[src/hdl/assert_macros.svh]
// ----------------------------------------------------------------------------
// assert_macros.svh
// Assertion shorthands, clocked on clock and held off while reset is high.
// ----------------------------------------------------------------------------
`ifndef ASSERT_MACROS_SVH
`define ASSERT_MACROS_SVH

// check a property at every rising edge outside reset
`define PSG_ASSERT(label, prop, msg) \
   label: assert property (@(posedge clock) disable iff (reset) prop) else $error(msg);

// check that a condition is followed in the next cycle by another
`define PSG_ASSERT_NEXT(label, ante, cons, msg) \
   `PSG_ASSERT(label, (ante) |=> (cons), msg)

`endif

[src/hdl/psg_pkg.sv]
// ----------------------------------------------------------------------------
// psg_pkg
// Shared widths, register map, micro-operation codes and control structs
// of the prime sieve generator.
// ----------------------------------------------------------------------------
package psg_pkg;

   localparam int DEFAULT_SIEVE_DEPTH = 65536;

   localparam int LIMIT_W = 17;
   localparam logic [LIMIT_W-1:0] LIMIT_RESET = 17'h10000;
   localparam int VALUE_W = 16;
   localparam int FIRST_PRIME = 2;

   // bit map rows
   localparam int MAP_ROW_W  = 32;
   localparam int ROW_SEL_W  = 5;

   // register port
   localparam int CSR_ADDR_W = 3;
   localparam int CSR_DATA_W = 32;
   localparam logic REG_LIMIT = 1'b0;

   // micro-operations
   localparam int OP_W = 4;
   localparam logic [OP_W-1:0] OP_NOP    = 4'd0;
   localparam logic [OP_W-1:0] OP_START  = 4'd1;
   localparam logic [OP_W-1:0] OP_CLR    = 4'd2;
   localparam logic [OP_W-1:0] OP_RD_CUR = 4'd3;
   localparam logic [OP_W-1:0] OP_SKIP   = 4'd4;
   localparam logic [OP_W-1:0] OP_FOUND  = 4'd5;
   localparam logic [OP_W-1:0] OP_J_INIT = 4'd6;
   localparam logic [OP_W-1:0] OP_RD_J   = 4'd7;
   localparam logic [OP_W-1:0] OP_WR_J   = 4'd8;
   localparam logic [OP_W-1:0] OP_EMIT   = 4'd9;

   typedef struct packed {
      logic            req_fire;
      logic            restart;
      logic            clr_more;
      logic            cur_ge_bound;
      logic            marked;
      logic            sq_ge_bound;
      logic            j_next_lt;
      logic            out_free;
   } stat_type;

   typedef struct packed {
      logic [OP_W-1:0] op;
      logic            idle;
   } ctrl_type;

endpackage

[src/hdl/psg_seq.sv]
// ----------------------------------------------------------------------------
// psg_seq
// Microcode sequencer: step counter, control store and conditional jumps.
// ----------------------------------------------------------------------------
module psg_seq (
   input  logic               clock,
   input  logic               reset,
   input  psg_pkg::stat_type  stat,
   output psg_pkg::ctrl_type  ctrl
);
   import psg_pkg::*;

   localparam int STEP_W = 4;
   localparam int COND_W = 4;

   localparam logic [STEP_W-1:0] S_BOOT      = 4'd0;
   localparam logic [STEP_W-1:0] S_BOOT_CLR  = 4'd1;
   localparam logic [STEP_W-1:0] S_IDLE      = 4'd2;
   localparam logic [STEP_W-1:0] S_CHK_RST   = 4'd3;
   localparam logic [STEP_W-1:0] S_START     = 4'd4;
   localparam logic [STEP_W-1:0] S_CLR       = 4'd5;
   localparam logic [STEP_W-1:0] S_SCAN      = 4'd6;
   localparam logic [STEP_W-1:0] S_SKIP      = 4'd7;
   localparam logic [STEP_W-1:0] S_FOUND     = 4'd8;
   localparam logic [STEP_W-1:0] S_SQ_CHK    = 4'd9;
   localparam logic [STEP_W-1:0] S_J_INIT    = 4'd10;
   localparam logic [STEP_W-1:0] S_MARK_RD   = 4'd11;
   localparam logic [STEP_W-1:0] S_MARK_WR   = 4'd12;
   localparam logic [STEP_W-1:0] S_EMIT      = 4'd13;
   localparam logic [STEP_W-1:0] S_EMIT_WAIT = 4'd14;
   localparam logic [STEP_W-1:0] S_SPARE     = 4'd15;

   localparam logic [COND_W-1:0] C_NEVER        = 4'd0;
   localparam logic [COND_W-1:0] C_ALWAYS       = 4'd1;
   localparam logic [COND_W-1:0] C_NO_REQ       = 4'd2;
   localparam logic [COND_W-1:0] C_NO_RESTART   = 4'd3;
   localparam logic [COND_W-1:0] C_CLR_MORE     = 4'd4;
   localparam logic [COND_W-1:0] C_CUR_GE_BOUND = 4'd5;
   localparam logic [COND_W-1:0] C_MARKED       = 4'd6;
   localparam logic [COND_W-1:0] C_SQ_GE_BOUND  = 4'd7;
   localparam logic [COND_W-1:0] C_J_NEXT_LT    = 4'd8;
   localparam logic [COND_W-1:0] C_OUT_FREE     = 4'd9;

   typedef struct packed {
      logic [OP_W-1:0]   op;
      logic [COND_W-1:0] cond;
      logic [STEP_W-1:0] target;
   } uword_type;

   logic [STEP_W-1:0] pc_ff;
   logic [STEP_W-1:0] pc_in;
   uword_type         uword;
   logic              taken;

   // control store
   always_comb begin
      case (pc_ff)
         S_BOOT:      uword = '{OP_START,  C_NEVER,        S_BOOT};
         S_BOOT_CLR:  uword = '{OP_CLR,    C_CLR_MORE,     S_BOOT_CLR};
         S_IDLE:      uword = '{OP_NOP,    C_NO_REQ,       S_IDLE};
         S_CHK_RST:   uword = '{OP_NOP,    C_NO_RESTART,   S_SCAN};
         S_START:     uword = '{OP_START,  C_NEVER,        S_START};
         S_CLR:       uword = '{OP_CLR,    C_CLR_MORE,     S_CLR};
         S_SCAN:      uword = '{OP_RD_CUR, C_CUR_GE_BOUND, S_EMIT};
         S_SKIP:      uword = '{OP_SKIP,   C_MARKED,       S_SCAN};
         S_FOUND:     uword = '{OP_FOUND,  C_NEVER,        S_FOUND};
         S_SQ_CHK:    uword = '{OP_NOP,    C_SQ_GE_BOUND,  S_EMIT};
         S_J_INIT:    uword = '{OP_J_INIT, C_NEVER,        S_J_INIT};
         S_MARK_RD:   uword = '{OP_RD_J,   C_NEVER,        S_MARK_RD};
         S_MARK_WR:   uword = '{OP_WR_J,   C_J_NEXT_LT,    S_MARK_RD};
         S_EMIT:      uword = '{OP_EMIT,   C_OUT_FREE,     S_IDLE};
         S_EMIT_WAIT: uword = '{OP_NOP,    C_ALWAYS,       S_EMIT};
         S_SPARE:     uword = '{OP_NOP,    C_ALWAYS,       S_IDLE};
         default:     uword = '{OP_NOP,    C_ALWAYS,       S_IDLE};
      endcase
   end

   always_comb begin
      case (uword.cond)
         C_NEVER:        taken = 1'b0;
         C_ALWAYS:       taken = 1'b1;
         C_NO_REQ:       taken = !stat.req_fire;
         C_NO_RESTART:   taken = !stat.restart;
         C_CLR_MORE:     taken = stat.clr_more;
         C_CUR_GE_BOUND: taken = stat.cur_ge_bound;
         C_MARKED:       taken = stat.marked;
         C_SQ_GE_BOUND:  taken = stat.sq_ge_bound;
         C_J_NEXT_LT:    taken = stat.j_next_lt;
         C_OUT_FREE:     taken = stat.out_free;
         default:        taken = 1'b0;
      endcase
   end

   assign pc_in = taken ? uword.target : pc_ff + 1'b1;

   always_ff @(posedge clock) begin
      if (reset) begin
         pc_ff <= S_BOOT;
      end else begin
         pc_ff <= pc_in;
      end
   end

   assign ctrl.op   = uword.op;
   assign ctrl.idle = (pc_ff == S_IDLE);

endmodule

[config.mk]
export PLATFORM = sky130hd
export DESIGN_NAME = psg_seq
export DESIGN_NICKNAME = d
export VERILOG_FILES = /design/src/hdl/assert_macros.svh /design/src/hdl/psg_pkg.sv /design/src/hdl/psg_seq.sv
export SDC_FILE = /design/constraint.sdc
export NUM_CORES = 1
export LEC_CHECK = 0
export ABC_AREA = 1
export BUFFER_PORTS_ARGS = -buffer_cell sky130_fd_sc_hd__buf_4
export CORE_MARGIN = 1.5
export CORE_UTILIZATION = 58
export DETAILED_ROUTE_END_ITERATION = 7
export HOLD_SLACK_MARGIN = 0.05
export PLACE_DENSITY = 0.78
export SYNTH_ARGS = -nofsm -noshare
export SYNTH_HDL_FRONTEND = slang
export SYNTH_SLANG_ARGS = --single-unit
[constraint.sdc]
create_clock -name clock -period 3.9 [get_ports clock]
set_input_delay 0.39 -clock clock [delete_from_list [all_inputs] [get_ports clock]]
set_output_delay 0.39 -clock clock [all_outputs]
set_load 0.05 [all_outputs]
==> impl_metrics.sql, run 1 <==
INSERT INTO impl_metrics (metric_group, metric, value, unit) VALUES
('sta', 'timing.final.crit_share', '0.492', ''),
('clock_network', 'clock_buffers_created_by_tritoncts', '3', ''),
('floorplanning', 'die_area', '1890', 'sq um'),
('synthesis', 'mappedNetlistNets', '147', ''),
('drt', 'route.final.wire_length', '1.93', 'mm'),
('grt', 'grt_pass1_vias', '788', ''),
('synthesis', 'synth.ff_latch_count', '15', ''),
('drt', 'drt_drc_violations_left', '0', ''),
('drt', 'detail_route.wl_per_cell', '12.2', 'um'),
('place', 'routabilityCongestion', '0.895', ''),
('drt', 'detail_route.iter0.violations', '19', ''),
('cells_and_area', 'fraction_of_layout_cells_with_a_size_suffix_above_1', '0.232', ''),
('place', 'pre_cts_slack', '1930', 'ps'),
('synthesis', 'synthMostInstantiatedCell', 'sky130_fd_sc_hd__nand2_1', ''),
('grt', 'first_pass_grt_wire_length', '3.33', 'mm'),
('pwr', 'leakage', '0.572', 'nW'),
('clock_network', 'htree_levels', '1', ''),
('grt', 'grt_max_degree', '12', ''),
('critical_path', 'r2r-start', 'uword[4]', ''),
('cells_and_area', 'postLayoutCoreUtil', '0.697', ''),
('sta', 'final.setup_skew', '9.01', 'ps'),
('sta', 'min_period', '1920', 'ps'),
('synthesis', 'synthCells', '129', ''),
('place', 'io_buffer_count', '14', ''),
('grt', 'number_of_antenna_violations_at_the_first_check_in_global_routing', '0', ''),
('clock_network', 'cts_tree', 'built', ''),
('floorplanning', 'ioPinCount', '15', ''),
('floorplanning', 'core_region_area', '1520', 'sq um'),
('synthesis', 'per_instance_average_area_after_synthesis', '7.35', 'sq um'),
('sta', 'post-route-worst-setup-slack', '1980', 'ps'),
('sta', 'worst_slew_margin_rel', '0.773', ''),
('floorplanning', 'row_count', '14', ''),
('grt', 'overflow', '0', ''),
('synthesis', 'synth_warnings', '0', ''),
('sta', 'final-max-slew-violation-count', '0', ''),
('critical_path', 'worstSetupStartpoint', 'uword[4]', ''),
('clock_network', 'cts-resized-gates', '0', ''),
('synthesis', 'synth.lib_cells_used.distinct', '21', ''),
('synthesis', 'yosys-top-cells-count', 'sky130_fd_sc_hd__nand2_1, sky130_fd_sc_hd__nand3_1, sky130_fd_sc_hd__dfxtp_1, sky130_fd_sc_hd__inv_1, sky130_fd_sc_hd__ha_1', ''),
('critical_path', 'critical_path_class', 'flip-flop to flip-flop', ''),
('pwr', 'power.total', '936', 'uW'),
('drt', 'detailed_route_vias_per_instance', '5.27', ''),
('synthesis', 'synth-main-ff-cell', 'sky130_fd_sc_hd__dfxtp_1', ''),
('sta', 'finalHoldViolCount', '0', ''),
('clock_network', 'worst_setup_hold_path_clk_slew', '90', 'ps'),
('drt', 'antenna_left', '0', ''),
('drt', 'via_count', '833', ''),
('place', 'hpwl', '1.50', 'mm'),
('hold_path', 'min-delay-path-class', 'input pin to flip-flop', ''),
('cells_and_area', 'antennaDiodeCount', '0', ''),
('clock_network', 'clock_latency', '290', 'ps'),
('cells_and_area', 'area_growth_syn_to_layout', '12.0', '%'),
('hold_path', 'holdCritStartpoint', 'reset', ''),
('sta', 'grt_setup_unrepaired', 'false', ''),
('floorplanning', 'dieHeight', '43.4', 'um'),
('status', 'outcome', 'completed', ''),
('pwr', 'power_per_cell_area', '881', 'nW/um^2'),
('drt', 'detailedRoute.firstPassIterationCount', '5', ''),
('synthesis', 'postSynth.asyncResetShare', '0', ''),
('critical_path', 'path_max_fanout', '6', ''),
('sta', 'setup-tns-final', '0', 'ps'),
('sta', 'worst_pin_slew', '340', 'ps'),
('pwr', 'vdd.ir_drop.worst', '460', 'uV'),
('clock_network', 'maximum_count_of_clock_buffers_along_a_single_path', '2', ''),
('critical_path', 'worstPathRequired', '4080', 'ps'),
('place', 'place_inst', '154', ''),
('critical_path', 'crit_arrival', '2100', 'ps'),
('synthesis', 'synthesis.area', '948', 'sq um'),
('clock_network', 'clkSinkCount', '15', ''),
('synthesis', 'synth-seq-area-share', '0.317', ''),
('sta', 'max_freq', '521', 'MHz');
[routing by layer]
layer / GRT usage / vias to the layer above / share of wire
met5: 0 / - / 0
met4: 0.158 / 0 / 0.027
met3: 0.0667 / 7 / 0.066
met2: 0.388 / 27 / 0.51
met1: 0.286 / 368 / 0.40
li1: - / 431 / -
[flip-flops by register name (all words and copies together) (netlist names)]
signal	flops
pc_ff	4
uword	11
[cell families (layout without fill, tap and decap cells)]
logic type	after synthesis	count (layout)	synth area share
simple gates	78	78	0.422
compound gates	5	5	0.0343
fa+ha+maj	8	8	0.106
flops	15	15	0.317
xor+xnor	2	2	0.0185
buf+inv	21	34	0.103
[final timing paths]
kind | depth (start not counted) | slack (ps) | end
setup / recovery | 12 | 1980 | uword[5]
hold reg to reg | 2 | 600 | pc_ff[3]
setup reg to reg | 12 | 1980 | uword[5]
hold / removal | 2 | 270 | pc_ff[2]
[report_power, final]
group          switching, mW  internal (mW)  leakage (nW)
Combinational          0.401          0.190         0.433
Clock                 0.0491         0.0399        0.0150
Sequential            0.0391          0.217         0.124
[worst max-delay path, stage by stage, from the launching register on]
cell,delay [ps]
sky130_fd_sc_hd__dfxtp_1,360
sky130_fd_sc_hd__inv_1,90
sky130_fd_sc_hd__o21ai_1,120
sky130_fd_sc_hd__nand2_1,150
sky130_fd_sc_hd__nand3_4,160
sky130_fd_sc_hd__nand2_1,70
sky130_fd_sc_hd__nand3_1,180
sky130_fd_sc_hd__inv_1,130
sky130_fd_sc_hd__ha_1,220
sky130_fd_sc_hd__nand3_1,120
sky130_fd_sc_hd__nand2_1,70
sky130_fd_sc_hd__nand2_1,80
sky130_fd_sc_hd__nand2_1,70
[stage by stage]
step	instance area [sq um]	hold slack (ps)
global placement	1040	577
detailed placement	1040	582
floorplan	948	459
finish	1060	266
global route	1060	272
CTS	1060	273
[area by class of cell]
cell class              instances  area (sq um)  area share
clock buffers                   4          26.3      0.0247
well taps                      16          20.0      0.0188
multi-input cells              93           551       0.518
inverters                      16          60.1      0.0565
flip-flops and latches         15           300       0.283
repair buffers                 14           105      0.0989
[cells in the final DEF, fill, tap and decap left out, types with 2 or more instances in the layout]
master	count
sky130_fd_sc_hd__nor2_1	4
sky130_fd_sc_hd__a21oi_2	2
sky130_fd_sc_hd__nand2_2	5
sky130_fd_sc_hd__inv_2	2
sky130_fd_sc_hd__nor2_4	3
sky130_fd_sc_hd__dfxtp_1	15
sky130_fd_sc_hd__ha_1	8
sky130_fd_sc_hd__nand3_1	17
sky130_fd_sc_hd__inv_1	14
sky130_fd_sc_hd__xor2_1	2
sky130_fd_sc_hd__nand4_1	3
sky130_fd_sc_hd__nand2_1	39
sky130_fd_sc_hd__buf_4	14
sky130_fd_sc_hd__o21ai_1	2
sky130_fd_sc_hd__nand2_4	2
sky130_fd_sc_hd__clkbuf_4	3
No activity file was read; power rests on OpenSTA's default activity.
==> inputs of run 2 (changes only) <==
--- a/config.mk
+++ b/config.mk
@@ -8,10 +8,10 @@
 export ABC_AREA = 1
 export BUFFER_PORTS_ARGS = -buffer_cell sky130_fd_sc_hd__buf_4
 export CORE_MARGIN = 1.5
-export CORE_UTILIZATION = 58
+export CORE_UTILIZATION = 54
 export DETAILED_ROUTE_END_ITERATION = 7
 export HOLD_SLACK_MARGIN = 0.05
-export PLACE_DENSITY = 0.78
+export PLACE_DENSITY = 0.74
 export SYNTH_ARGS = -nofsm -noshare
 export SYNTH_HDL_FRONTEND = slang
 export SYNTH_SLANG_ARGS = --single-unit
==> constraint.sdc (replaced) <==
create_clock -name clock -period 2 [get_ports clock]
set_input_delay 0.2 -clock clock [delete_from_list [all_inputs] [get_ports clock]]
set_output_delay 0.2 -clock clock [all_outputs]
set_load 0.05 [all_outputs]
==> run 2 against run 1 <==
Against the previous run:
- maximum frequency increased by 4.3%
- wire length decreased by 0.62%
- register-to-register slack got worse by 1800 ps
- final cell count increased by 1.9%
- core utilization increased by 1.3 points
- clock power increased by 89%
==> impl_metrics.sql, run 2 (same netlist as run 1, synthesis figures left out) <==
INSERT INTO impl_metrics (metric_group, metric, value, unit) VALUES
('status', 'outcome', 'completed', ''),
('sta', 'setup-tns-final', '0', 'ps'),
('cells_and_area', 'postLayoutCoreUtil', '0.710', ''),
('cells_and_area', 'mostFrequentLayoutCell', 'sky130_fd_sc_hd__nand2_1', ''),
('drt', 'antenna_left', '0', ''),
('clock_network', 'worst_setup_hold_path_clk_slew', '90', 'ps'),
('place', 'pre_cts_slack', '77.8', 'ps'),
('critical_path', 'r2r-end', 'uword[5]', ''),
('pwr', 'power_switching', '981', 'uW'),
('place', 'hpwl', '1.48', 'mm'),
('sta', 'post-route-worst-setup-slack', '158', 'ps'),
('cells_and_area', 'area_growth_syn_to_layout', '18.1', '%'),
('grt', 'grt_max_degree', '12', ''),
('grt', 'use_met1', '0.279', ''),
('floorplanning', 'die_width', '44.9', 'um'),
('critical_path', 'crit_arrival', '2060', 'ps'),
('sta', 'worst_hold_slack', '106', 'ps'),
('grt', 'number_of_antenna_violations_at_the_first_check_in_global_routing', '0', ''),
('floorplanning', 'row_count', '14', ''),
('pwr', 'power.clock.fraction', '0.088', ''),
('clock_network', 'cts_root_buffer', 'sky130_fd_sc_hd__clkbuf_4', ''),
('floorplanning', 'core_region_area', '1580', 'sq um'),
('cells_and_area', 'largest_register_ff_count', '11', ''),
('cells_and_area', 'mostFrequentLayoutCells', 'sky130_fd_sc_hd__nand2_1, sky130_fd_sc_hd__buf_4, sky130_fd_sc_hd__nand3_1, sky130_fd_sc_hd__inv_1, sky130_fd_sc_hd__dfxtp_1', ''),
('place', 'routabilityCongestion', '0.825', ''),
('hold_path', 'whs_path_depth', '2', ''),
('hold_path', 'hold_end', 'pc_ff[2]', ''),
('sta', 'min_period', '1840', 'ps'),
('sta', 'final.setup_skew', '9.43', 'ps'),
('clock_network', 'htree_levels', '1', ''),
('critical_path', 'worstSetupStartpoint', 'uword[4]', ''),
('drt', 'via_count', '835', ''),
('floorplanning', 'dieHeight', '44.9', 'um'),
('hold_path', 'holdCritStartpoint', 'reset', ''),
('sta', 'worst_slew_margin_rel', '0.757', ''),
('sta', 'worst_pin_slew', '363', 'ps'),
('critical_path', 'rrSetupSlack', '160', 'ps'),
('clock_network', 'clock_latency', '280', 'ps'),
('sta', 'max_freq', '543', 'MHz'),
('floorplanning', 'initial_util', '0.602', ''),
('pwr', 'power.combinational.fraction', '0.652', ''),
('drt', 'detailed_route_vias_per_instance', '5.19', ''),
('clock_network', 'maximum_count_of_clock_buffers_along_a_single_path', '2', ''),
('grt', 'gr-max-usage-layer', 'met2', ''),
('grt', 'grt_usage', '0.221', ''),
('run', 'cap_violations', '0', ''),
('drt', 'drt_drc_violations_left', '0', ''),
('pwr', 'power_per_cell_area', '1710', 'nW/um^2'),
('clock_network', 'cts_tree', 'built', ''),
('floorplanning', 'ioPinCount', '15', ''),
('cells_and_area', 'finish.net_count', '164', ''),
('pwr', 'share_seq_of_total_power', '0.261', ''),
('grt', 'globalRouteMet3Util', '0.0240', ''),
('cells_and_area', 'num-fill-cells', '144', ''),
('drt', 'detail_route.iter0.violations', '23', ''),
('sta', 'setup_violations', '0', ''),
('place', 'io_buffer_count', '14', ''),
('grt', 'grt_pass1_vias', '777', ''),
('grt', 'first_pass_grt_wire_length', '3.24', 'mm'),
('critical_path', 'worstPathRequired', '2220', 'ps'),
('critical_path', 'r2r-start', 'uword[4]', ''),
('sta', 'timing.final.crit_share', '0.921', ''),
('sta', 'finalHoldViolCount', '0', ''),
('clock_network', 'clkSinkCount', '15', ''),
('pwr', 'cell_internal_pwr', '936', 'uW'),
('hold_path', 'min-delay-path-class', 'input pin to flip-flop', ''),
('pwr', 'switching_fraction', '0.512', ''),
('sta', 'grt_setup_unrepaired', 'false', ''),
('sta', 'final-max-slew-violation-count', '0', ''),
('grt', 'grt_use_met2', '0.380', ''),
('clock_network', 'clock_buffers_created_by_tritoncts', '3', ''),
('pwr', 'leakage', '0.593', 'nW'),
('cells_and_area', 'fraction_of_layout_cells_with_a_size_suffix_above_1', '0.297', ''),
('critical_path', 'critical_path_class', 'flip-flop to flip-flop', ''),
('pwr', 'vdd.ir_drop.worst', '865', 'uV'),
('floorplanning', 'die_area', '2020', 'sq um'),
('critical_path', 'cell_count_of_the_worst_reg_to_reg_path', '14', ''),
('drt', 'detailedRoute.firstPassIterationCount', '4', ''),
('critical_path', 'timing.critical_path.to_type', 'flip-flop', ''),
('drt', 'detail_route.wl_per_cell', '11.9', 'um'),
('critical_path', 'path_max_fanout', '6', ''),
('grt', 'overflow', '0', ''),
('critical_path', 'setup.worst_path.start_class', 'flip-flop', ''),
('drt', 'route.final.wire_length', '1.92', 'mm'),
('cells_and_area', 'antennaDiodeCount', '0', '');
-- run 2: cell types whose count changed in the layout (fill, tap and decap cells not counted), sizes merged --
cell | before | now
buf | 14 | 17
-- run 2: cell type report --
class | count | area, sq um | share of cell area
Inverter | 16 | 60.1 | 0.0536
Multi-Input combinational cell | 93 | 583 | 0.521
Tap cell | 16 | 20.0 | 0.0179
Timing Repair Buffer | 17 | 128 | 0.114
Clock buffer | 4 | 26.3 | 0.0235
Sequential cell | 15 | 303 | 0.270
-- run 2: power by group through the flow --
stage	sequential [mW]	combinational, mW	clock (mW)
after floorplan	0.486	0.954	0
after global placement	0.502	1.12	0
after detailed placement	0.505	1.14	0
after CTS	0.497	1.15	0.171
after global routing	0.514	1.40	0.185
final	0.500	1.25	0.168
-- run 2: worst max-delay path, cell delays in order (launching register included) --
cell                      delay (ps)
sky130_fd_sc_hd__dfxtp_2         330
sky130_fd_sc_hd__inv_1           100
sky130_fd_sc_hd__nand2_1          60
sky130_fd_sc_hd__nand3_1          60
sky130_fd_sc_hd__nand2_1          60
sky130_fd_sc_hd__nand2_2         110
sky130_fd_sc_hd__nand3_4         120
sky130_fd_sc_hd__nand2_1         130
sky130_fd_sc_hd__nand3_4         130
sky130_fd_sc_hd__inv_2           120
sky130_fd_sc_hd__ha_1            170
sky130_fd_sc_hd__nand3_1         140
sky130_fd_sc_hd__nand2_1         110
sky130_fd_sc_hd__nand2_1          70
sky130_fd_sc_hd__nand2_1          70
-- run 2: worst max path at each step --
stage | to | cells after the start
detailed placement | uword[5] | 14
global route | uword[5] | 14
floorplan | ctrl[0] | 3
CTS | uword[5] | 14
global placement | uword[5] | 14
finish | uword[5] | 14
-- run 2: stage by stage --
step / power [mW] / instances / cell area, sq um
3_5_place_dp: 1.65 / 155 / 1040
6_report: 1.92 / 161 / 1120
2_1_floorplan: 1.44 / 129 / 948
4_1_cts: 1.82 / 159 / 1070
3_3_place_gp: 1.62 / 155 / 1040
5_1_grt: 2.10 / 161 / 1120
-- run 2: per-layer routing --
layer  wire, um  vias to the layer above
li1           -                      436
met1        804                      377
met2       1020                       20
met3         71                        2
met4         25                        0
met5          0                        -
-- run 2: timing repair --
| item | CTS | global route |
|---|---|---|
| setup endpoints to repair | 0 | 9 |
| buffers inserted | 0 | 2 |
| gates resized for setup | 0 | 8 |
| hold buffers | 0 | 0 |
